## config.mk

```make
export PLATFORM = sky130hd
export DESIGN_NAME = touch_adc_poll_sequencer
export DESIGN_NICKNAME = d
export VERILOG_FILES = /design/src/tap_pkg.sv /design/src/touch_adc_poll_sequencer.sv /design/src/tap_step.sv
export SDC_FILE = /design/constraint.sdc
export NUM_CORES = 1
export LEC_CHECK = 0
export BUFFER_PORTS_ARGS = -buffer_cell sky130_fd_sc_hd__buf_2
export CAP_MARGIN = 0
export CORE_ASPECT_RATIO = 1.2
export CORE_MARGIN = 2
export CORE_UTILIZATION = 49
export CTS_BUF_LIST = sky130_fd_sc_hd__clkbuf_4
export CTS_CLUSTER_SIZE = 28
export DETAILED_ROUTE_END_ITERATION = 7
export PLACE_DENSITY = 0.76
export SLEW_MARGIN = 40
export SYNTH_ARGS = -nofsm -noshare
export SYNTH_HDL_FRONTEND = slang
export SYNTH_SLANG_ARGS = --single-unit
```

## constraint.sdc

```tcl
create_clock -name i_clk -period 5 [get_ports i_clk]
set_input_delay 1 -clock i_clk [delete_from_list [all_inputs] [get_ports i_clk]]
set_output_delay 1 -clock i_clk [all_outputs]
set_load 0.01 [all_outputs]
```

## src/tap_pkg.sv

```systemverilog
// Shared types, codes and constants for the touch converter poll sequencer.
// No dependencies; every other file in src imports this package.
package tap_pkg;

    localparam int unsigned IN_TDATA_W  = 56;
    localparam int unsigned OUT_TDATA_W = 32;
    localparam int unsigned OUT_TUSER_W = 3;
    localparam int unsigned CFG_IDX_W   = 2;
    localparam int unsigned CFG_DATA_W  = 16;

    localparam logic [7:0]  CMD_X            = 8'hc8;
    localparam logic [7:0]  CMD_Y            = 8'hd8;
    localparam logic [15:0] DEBOUNCE_DEFAULT = 16'd10;

    typedef enum logic [1:0] {
        REQ_POLL   = 2'd0,
        REQ_READ   = 2'd1,
        REQ_TX     = 2'd2,
        REQ_UNUSED = 2'd3
    } t_req;

    typedef enum logic [1:0] {
        ACT_NONE   = 2'd0,
        ACT_SEND   = 2'd1,
        ACT_READ   = 2'd2,
        ACT_REINIT = 2'd3
    } t_action;

    typedef enum logic [1:0] {
        TGT_NONE = 2'd0,
        TGT_X    = 2'd1,
        TGT_Y    = 2'd2
    } t_target;

    typedef enum logic [3:0] {
        PH_IDLE     = 4'd0,
        PH_DEBOUNCE = 4'd1,
        PH_SEND_X   = 4'd2,
        PH_TX_X     = 4'd3,
        PH_RD_X     = 4'd4,
        PH_SEND_Y   = 4'd5,
        PH_TX_Y     = 4'd6,
        PH_RD_Y     = 4'd7,
        PH_ERR      = 4'd8
    } t_phase;

    localparam logic [CFG_IDX_W-1:0] CFG_ENABLED  = 2'd0;
    localparam logic [CFG_IDX_W-1:0] CFG_DEBOUNCE = 2'd1;

    typedef struct packed {
        logic [7:0]  read_byte_low;
        logic [7:0]  read_byte_high;
        logic        start_accepted;
        logic [31:0] now_ticks;
        logic        pen_down;
        t_req        req_type;
    } t_item;

    typedef struct packed {
        logic [11:0] pos_y;
        logic [11:0] pos_x;
        logic        touch_valid;
        logic [7:0]  command_byte;
        t_action     action;
    } t_result;

    typedef struct packed {
        t_phase      phase;
        logic [31:0] time_mark;
        logic        tx_done;
        logic        rd_done;
        t_target     read_target;
        logic [11:0] held_x;
        logic [11:0] held_y;
    } t_state;

    typedef struct packed {
        logic        enabled;
        logic [15:0] debounce_ticks;
    } t_cfg;

endpackage

```

## src/touch_adc_poll_sequencer.sv

```systemverilog
// Top level of the touch converter poll sequencer: stream ports, registers and config.
// Depends on tap_pkg and tap_step.
//
// This block drives a resistive touch converter on a serial bus, one request at a time.
// Each request (a poll, a read completion or a transmit done) produces exactly one
// response, so a caller can pair them in order. A request is captured into an input
// register, evaluated by a short combinational step against the sequencer state, and
// the response is written into the output register when that register is free or is
// being drained; one request is taken every cycle while the response side drains. The
// rate is set only by the step logic between those two registers, whose longest path is
// the 32-bit wrapping tick compare used for debounce. The output register decouples the
// two sides: a new request is captured while a finished response waits to be taken.
// Configuration (enable and debounce length) is written through its own port, which is
// always ready, and should only be written while no request is in flight. With enable
// low, every request returns an all-zero response and the state does not move.
module touch_adc_poll_sequencer (
    input  logic                             i_clk,
    input  logic                             i_rst_n,
    // Request channel.
    input  logic                             i_s_tvalid,
    output logic                             o_s_tready,
    // tdata from bit 0: pen_down[0], now_ticks[32:1], start_accepted[33],
    // read_byte_high[41:34], read_byte_low[49:42], zero pad [55:50].
    input  logic [tap_pkg::IN_TDATA_W-1:0]   i_s_tdata,
    // tuser: req_type[1:0].
    input  logic [1:0]                       i_s_tuser,
    // Response channel.
    output logic                             o_m_tvalid,
    input  logic                             i_m_tready,
    // tdata from bit 0: command_byte[7:0], pos_x[19:8], pos_y[31:20].
    output logic [tap_pkg::OUT_TDATA_W-1:0]  o_m_tdata,
    // tuser from bit 0: action[1:0], touch_valid[2].
    output logic [tap_pkg::OUT_TUSER_W-1:0]  o_m_tuser,
    // Configuration write channel.
    input  logic                             i_cfg_valid,
    output logic                             o_cfg_ready,
    input  logic [tap_pkg::CFG_IDX_W-1:0]    i_cfg_index,
    input  logic [tap_pkg::CFG_DATA_W-1:0]   i_cfg_data
);
    import tap_pkg::*;

    t_cfg    r_cfg;
    logic    r_in_valid;
    t_item   r_in;
    logic    r_out_valid;
    t_result r_out;
    t_state  r_state;

    t_state  n_state;
    t_result n_result;
    logic    step_go;
    logic    take_in;

    // The step fires when the input register holds a request and the output register
    // is empty or is being drained this cycle.
    assign step_go    = r_in_valid && (!r_out_valid || i_m_tready);
    assign o_s_tready = !r_in_valid || step_go;
    assign take_in    = i_s_tvalid && o_s_tready;
    assign o_cfg_ready = 1'b1;

    tap_step u_step (
        .i_cfg    (r_cfg),
        .i_state  (r_state),
        .i_item   (r_in),
        .o_state  (n_state),
        .o_result (n_result)
    );

    always_ff @(posedge i_clk) begin
        if (!i_rst_n) begin
            r_cfg.enabled        <= 1'b0;
            r_cfg.debounce_ticks <= DEBOUNCE_DEFAULT;
        end else if (i_cfg_valid) begin
            if (i_cfg_index == CFG_ENABLED) begin
                r_cfg.enabled <= i_cfg_data[0];
            end else if (i_cfg_index == CFG_DEBOUNCE) begin
                r_cfg.debounce_ticks <= i_cfg_data;
            end
        end
    end

    // Input register.
    always_ff @(posedge i_clk) begin
        if (!i_rst_n) begin
            r_in_valid <= 1'b0;
        end else if (take_in) begin
            r_in_valid <= 1'b1;
        end else if (step_go) begin
            r_in_valid <= 1'b0;
        end
    end

    always_ff @(posedge i_clk) begin
        if (take_in) begin
            r_in.req_type       <= t_req'(i_s_tuser);
            r_in.pen_down       <= i_s_tdata[0];
            r_in.now_ticks      <= i_s_tdata[32:1];
            r_in.start_accepted <= i_s_tdata[33];
            r_in.read_byte_high <= i_s_tdata[41:34];
            r_in.read_byte_low  <= i_s_tdata[49:42];
        end
    end

    // Sequencer state advances once per evaluated request.
    always_ff @(posedge i_clk) begin
        if (!i_rst_n) begin
            r_state.phase       <= PH_IDLE;
            r_state.time_mark   <= '0;
            r_state.tx_done     <= 1'b0;
            r_state.rd_done     <= 1'b0;
            r_state.read_target <= TGT_NONE;
            r_state.held_x      <= '0;
            r_state.held_y      <= '0;
        end else if (step_go) begin
            r_state <= n_state;
        end
    end

    // Output register.
    always_ff @(posedge i_clk) begin
        if (!i_rst_n) begin
            r_out_valid <= 1'b0;
        end else if (step_go) begin
            r_out_valid <= 1'b1;
        end else if (i_m_tready) begin
            r_out_valid <= 1'b0;
        end
    end

    always_ff @(posedge i_clk) begin
        if (step_go) begin
            r_out <= n_result;
        end
    end

    assign o_m_tvalid = r_out_valid;
    assign o_m_tdata  = {r_out.pos_y, r_out.pos_x, r_out.command_byte};
    assign o_m_tuser  = {r_out.touch_valid, r_out.action};

endmodule

```

## src/tap_step.sv

```systemverilog
// Combinational step of the poll sequencer: one request against the current state.
// Depends on tap_pkg for the state, request and result types.
module tap_step (
    input  tap_pkg::t_cfg    i_cfg,
    input  tap_pkg::t_state  i_state,
    input  tap_pkg::t_item   i_item,
    output tap_pkg::t_state  o_state,
    output tap_pkg::t_result o_result
);
    import tap_pkg::*;

    logic        poll;
    logic [31:0] elapsed;
    logic        settled;
    logic [11:0] sample;
    t_phase      next_phase;

    assign poll    = i_cfg.enabled && (i_item.req_type == REQ_POLL);
    assign elapsed = i_item.now_ticks - i_state.time_mark;
    assign settled = elapsed > {16'd0, i_cfg.debounce_ticks};
    assign sample  = {i_item.read_byte_high, i_item.read_byte_low[7:4]};

    // Next phase.
    always_comb begin
        next_phase = i_state.phase;
        if (poll) begin
            if (i_state.phase == PH_ERR) begin
                next_phase = PH_IDLE;
            end else if (i_state.phase == PH_IDLE) begin
                if (i_item.pen_down) begin
                    next_phase = PH_DEBOUNCE;
                end
            end else if (!i_item.pen_down) begin
                next_phase = PH_IDLE;
            end else begin
                case (i_state.phase)
                    PH_DEBOUNCE: if (settled) next_phase = PH_SEND_X;
                    PH_SEND_X: begin
                        next_phase = i_item.start_accepted ? PH_TX_X : PH_ERR;
                    end
                    PH_TX_X:   if (i_state.tx_done) next_phase = PH_RD_X;
                    PH_RD_X:   if (i_state.rd_done) next_phase = PH_SEND_Y;
                    PH_SEND_Y: begin
                        next_phase = i_item.start_accepted ? PH_TX_Y : PH_ERR;
                    end
                    PH_TX_Y:   if (i_state.tx_done) next_phase = PH_RD_Y;
                    PH_RD_Y:   if (i_state.rd_done) next_phase = PH_SEND_X;
                    default:   next_phase = PH_IDLE;
                endcase
            end
        end
    end

    // Result, flags and held data.
    always_comb begin
        o_result            = '0;
        o_state.phase       = next_phase;
        o_state.time_mark   = i_state.time_mark;
        o_state.tx_done     = i_state.tx_done;
        o_state.rd_done     = i_state.rd_done;
        o_state.read_target = i_state.read_target;
        o_state.held_x      = i_state.held_x;
        o_state.held_y      = i_state.held_y;
        if (i_cfg.enabled) begin
            case (i_item.req_type)
                REQ_READ: begin
                    if (i_state.read_target == TGT_X) begin
                        o_state.held_x  = sample;
                        o_state.rd_done = 1'b1;
                    end else if (i_state.read_target == TGT_Y) begin
                        o_state.held_y  = sample;
                        o_state.rd_done = 1'b1;
                    end
                end
                REQ_TX: o_state.tx_done = 1'b1;
                REQ_POLL: begin
                    if (i_state.phase == PH_ERR) begin
                        o_result.action = ACT_REINIT;
                    end else if (i_state.phase == PH_IDLE) begin
                        if (i_item.pen_down) o_state.time_mark = i_item.now_ticks;
                    end else if (i_item.pen_down) begin
                        case (i_state.phase)
                            PH_DEBOUNCE: if (settled) o_state.time_mark = i_item.now_ticks;
                            PH_SEND_X, PH_SEND_Y: begin
                                o_state.tx_done       = 1'b0;
                                o_result.action       = ACT_SEND;
                                o_result.command_byte =
                                    (i_state.phase == PH_SEND_X) ? CMD_X : CMD_Y;
                            end
                            PH_TX_X, PH_TX_Y: begin
                                if (i_state.tx_done) begin
                                    o_state.rd_done     = 1'b0;
                                    o_state.read_target =
                                        (i_state.phase == PH_TX_X) ? TGT_X : TGT_Y;
                                    o_result.action     = ACT_READ;
                                end
                            end
                            PH_RD_Y: begin
                                if (i_state.rd_done) begin
                                    o_result.touch_valid = 1'b1;
                                    o_result.pos_x       = i_state.held_x;
                                    o_result.pos_y       = i_state.held_y;
                                end
                            end
                            default: ;
                        endcase
                    end
                end
                default: ;
            endcase
        end
    end

endmodule

```

==> flow_summary.json <==
{
  "hold_path.class": "flop to flop",
  "synth-seq-area-share_pct": 46.7,
  "grt.overflow.total": 0,
  "result_of_the_run": "completed",
  "yosys_most_used_dff": "sky130_fd_sc_hd__dfxtp_1",
  "gpl.final_weighted_congestion": 0.936,
  "synth_edf_count": 77,
  "dp_hpwl_um": 13000,
  "synth.cell_area_um2": 8510,
  "clk_pin_slew_ns": 0.15,
  "critical_path_arrival_ns": 5.08,
  "worst-path-max-fanout": 19,
  "setup.worst_path.start_class": "flop",
  "design_power_total_mw": 2.50,
  "yosys_warnings": 0,
  "synth-async-reset-ratio_pct": 0,
  "numCtsBuffers": 17,
  "worst_clock_skew_ns": 0.0237,
  "place_inst": 1168,
  "crit-reg2reg-launch": "r_in[3]",
  "layout.cells.non_filler": 1201,
  "detailedRoute.firstIterationViolations": 355,
  "total_iterations_of_the_first_detailed_routing_run": 5,
  "setup_ws_ns": 0.415,
  "first_global_vias": 6171,
  "power_leakage_nw": 3.73,
  "dieWidth_um": 124,
  "layout.cells.most_common_list": "sky130_fd_sc_hd__nand2_1 (141), sky130_fd_sc_hd__buf_2 (103), sky130_fd_sc_hd__dfxtp_1 (83)",
  "finalWirelength_um": 17700,
  "layout_worst_path_cycle_share_pct": 91.7,
  "die_extent_in_y_um": 148,
  "post-route-drc-count": 0,
  "powerDensity_nw_per_um2": 264,
  "cts.sink_count": 160,
  "worst_skew_pair.late_latency_ns": 0.58,
  "final_hold_violation_count": 0,
  "post_cts_hold_buffer_count": 0,
  "final_common_cell": "sky130_fd_sc_hd__nand2_1",
  "worst-setup-path-type": "flop to flop",
  "ctsRootBufferMaster": "sky130_fd_sc_hd__clkbuf_4",
  "core_area_um2": 16900,
  "grt_util_all_layers_pct": 19.6,
  "layout.filler_cells": 1558,
  "synthesis.instances": 876,
  "clk_path_buf_depth": 2,
  "max_freq_mhz": 218,
  "grt_antenna_before_repair": 1,
  "worst_margin_slew_ns": 0.705,
  "cap_violations": 0,
  "grt_pass1_wl_um": 29500,
  "detailed_route_vias_per_instance": 5.42,
  "multi_input_comb_area_um2": 4140,
  "start_util_pct": 50.3,
  "crit_path_end_kind": "flop",
  "share_of_final_layout_standard_cells_stronger_than_drive_strength_1_pct": 16.0,
  "io_buffers": 103,
  "max_slew_vio_count": 0,
  "setup_viol": 0,
  "rows": 52,
  "fin_crit_ns": 4.59,
  "crit_required_ns": 5.50,
  "cts_tree": "built",
  "wl_per_cell_um": 14.8,
  "slew-limit-headroom_pct": 52.8,
  "pin_count_of_the_biggest_net_entering_global_routing": 88,
  "yosys_register_bits": 160,
  "avg_inst_size_synth_um2": 9.71,
  "fp.dieArea_um2": 18400,
  "area.sequential_um2": 3970,
  "yosys.cell_types.count": 62,
  "irDropWorstVdd_mv": 0.145,
  "cp-startpoint": "r_in[3]",
  "rsz0062_at_grt": "false",
  "final_nets": 1100,
  "ports_placed_on_the_boundary": 119,
  "placement.setup.worst_slack_ns": 0.359,
  "htree_levels": 4,
  "totalNegativeSetupSlack_ns": 0,
  "hold_path_startpoint": "r_state[49]",
  "antenna_left": 0,
  "fin_hold_ws_ns": 0.465,
  "area_delta_synth_final_pct": 11.4,
  "route.vias.total": 6505
}
## per-stage QoR
stage,instance area (um2),util [%]
after global placement,9190,54.3
after floorplan,8520,-
after CTS,9460,55.9
after global routing,9480,56.0
final,9480,56.0
after detailed placement,9190,54.3
## worst max-delay path, stage by stage (launching register included)
cell and delay [ns]:
sky130_fd_sc_hd__edfxtp_1 0.38, sky130_fd_sc_hd__inv_1 0.05, sky130_fd_sc_hd__ha_1 0.23, sky130_fd_sc_hd__fa_1 0.42, sky130_fd_sc_hd__nor2b_1 0.20, sky130_fd_sc_hd__o2111ai_1 0.19, sky130_fd_sc_hd__a211o_1 0.38, sky130_fd_sc_hd__and2_1 0.19
sky130_fd_sc_hd__o21ai_0 0.19, sky130_fd_sc_hd__xor2_1 0.10, sky130_fd_sc_hd__ha_1 0.32, sky130_fd_sc_hd__nand4_1 0.13, sky130_fd_sc_hd__or4_1 0.41, sky130_fd_sc_hd__nand2_1 0.12, sky130_fd_sc_hd__o2111ai_2 0.16, sky130_fd_sc_hd__nor4_1 0.18
sky130_fd_sc_hd__and4b_1 0.21, sky130_fd_sc_hd__a31o_2 0.22, sky130_fd_sc_hd__buf_12 0.20, sky130_fd_sc_hd__mux2i_1 0.19
## report_power, final
group	switching (mW)	internal (mW)	total, mW
logic	0.188	0.129	0.317
clock network	0.491	0.260	0.751
registers	0.0190	1.41	1.43
## logic make-up (layout without fill, tap and decap cells)
group | count (synthesis) | count (layout) | synth area share (%)
multiplexers | 61 | 61 | 7.19
XOR/XNOR | 24 | 24 | 2.47
adder cells (fa/ha/maj) | 48 | 48 | 7.15
buffers and inverters | 95 | 200 | 5.16
flip-flops | 160 | 160 | 46.7
AO/OA/AOI/OAI | 167 | 167 | 13.0
other | 2 | 6 | 0.0883
AND/OR/NAND/NOR | 319 | 319 | 18.2
## state kept, by name, summed over array words and instances, names as in the netlist
name and cells:
o_m_tdata 26, o_m_tuser 3, o_m_tvalid 1, r_cfg 17, r_in 48, r_in_valid 1
r_state 64
## per-layer routing
metal | global-route usage [%] | wire, um | part of all wire [%]
met1 | 23.8 | 7670 | 43
met3 | 4.17 | 790 | 4.5
met5 | 0 | 0 | 0
met2 | 34.8 | 8900 | 50
met4 | 6.74 | 363 | 2.0
## cell type report
cell class,count,share of cell area (%)
Antenna cell,1,0.0264
Clock buffer,18,1.43
Clock inverter,14,1.43
Inverter,56,2.22
Multi-Input combinational cell,624,43.7
Sequential cell,160,41.9
Tap cell,216,2.85
Timing Repair Buffer,112,6.45
## cells in the mapped netlist (3+ instances only)
| library cell | n | share of area, % |
|---|---|---|
| sky130_fd_sc_hd__a2111oi_0 | 4 | 0.41 |
| sky130_fd_sc_hd__a211o_1 | 4 | 0.41 |
| sky130_fd_sc_hd__a211oi_1 | 5 | 0.44 |
| sky130_fd_sc_hd__a21boi_0 | 19 | 1.7 |
| sky130_fd_sc_hd__a21o_1 | 11 | 0.97 |
| sky130_fd_sc_hd__a21oi_1 | 42 | 2.5 |
| sky130_fd_sc_hd__a31oi_1 | 6 | 0.44 |
| sky130_fd_sc_hd__and2_1 | 32 | 2.4 |
| sky130_fd_sc_hd__buf_1 | 4 | 0.18 |
| sky130_fd_sc_hd__buf_12 | 3 | 0.71 |
| sky130_fd_sc_hd__buf_4 | 7 | 0.62 |
| sky130_fd_sc_hd__clkbuf_1 | 24 | 1.1 |
| sky130_fd_sc_hd__dfxtp_1 | 83 | 20 |
| sky130_fd_sc_hd__edfxtp_1 | 77 | 27 |
| sky130_fd_sc_hd__ha_1 | 47 | 6.9 |
| sky130_fd_sc_hd__inv_1 | 56 | 2.5 |
| sky130_fd_sc_hd__mux2i_1 | 60 | 7.1 |
| sky130_fd_sc_hd__nand2_1 | 141 | 6.2 |
| sky130_fd_sc_hd__nand2b_1 | 4 | 0.29 |
| sky130_fd_sc_hd__nand3_1 | 7 | 0.41 |
| sky130_fd_sc_hd__nand3b_1 | 3 | 0.26 |
| sky130_fd_sc_hd__nand4_1 | 18 | 1.3 |
| sky130_fd_sc_hd__nor2_1 | 39 | 1.7 |
| sky130_fd_sc_hd__nor2b_1 | 38 | 2.8 |
| sky130_fd_sc_hd__nor3_1 | 15 | 0.88 |
| sky130_fd_sc_hd__nor3b_1 | 3 | 0.26 |
| sky130_fd_sc_hd__nor4_1 | 5 | 0.37 |
| sky130_fd_sc_hd__o2111ai_1 | 4 | 0.41 |
| sky130_fd_sc_hd__o211ai_1 | 9 | 0.79 |
| sky130_fd_sc_hd__o21a_1 | 5 | 0.44 |
| sky130_fd_sc_hd__o21ai_0 | 33 | 1.9 |
| sky130_fd_sc_hd__o21bai_1 | 6 | 0.53 |
| sky130_fd_sc_hd__xnor2_1 | 14 | 1.4 |
| sky130_fd_sc_hd__xor2_1 | 10 | 1.0 |
## timing repair
action                                  4_1_cts  5_1_grt
gates resized for setup                       0        2
setup buffers                                 0        0
endpoints found under the setup margin        0       32
## worst paths after layout
path,end,slack [ns],cells after the start
max,r_state[59],0.41,19
min,r_state[49],0.46,2
max reg2reg,r_state[59],0.41,19
min reg2reg,r_state[49],0.46,2
No activity file was read; power rests on OpenSTA's default activity.
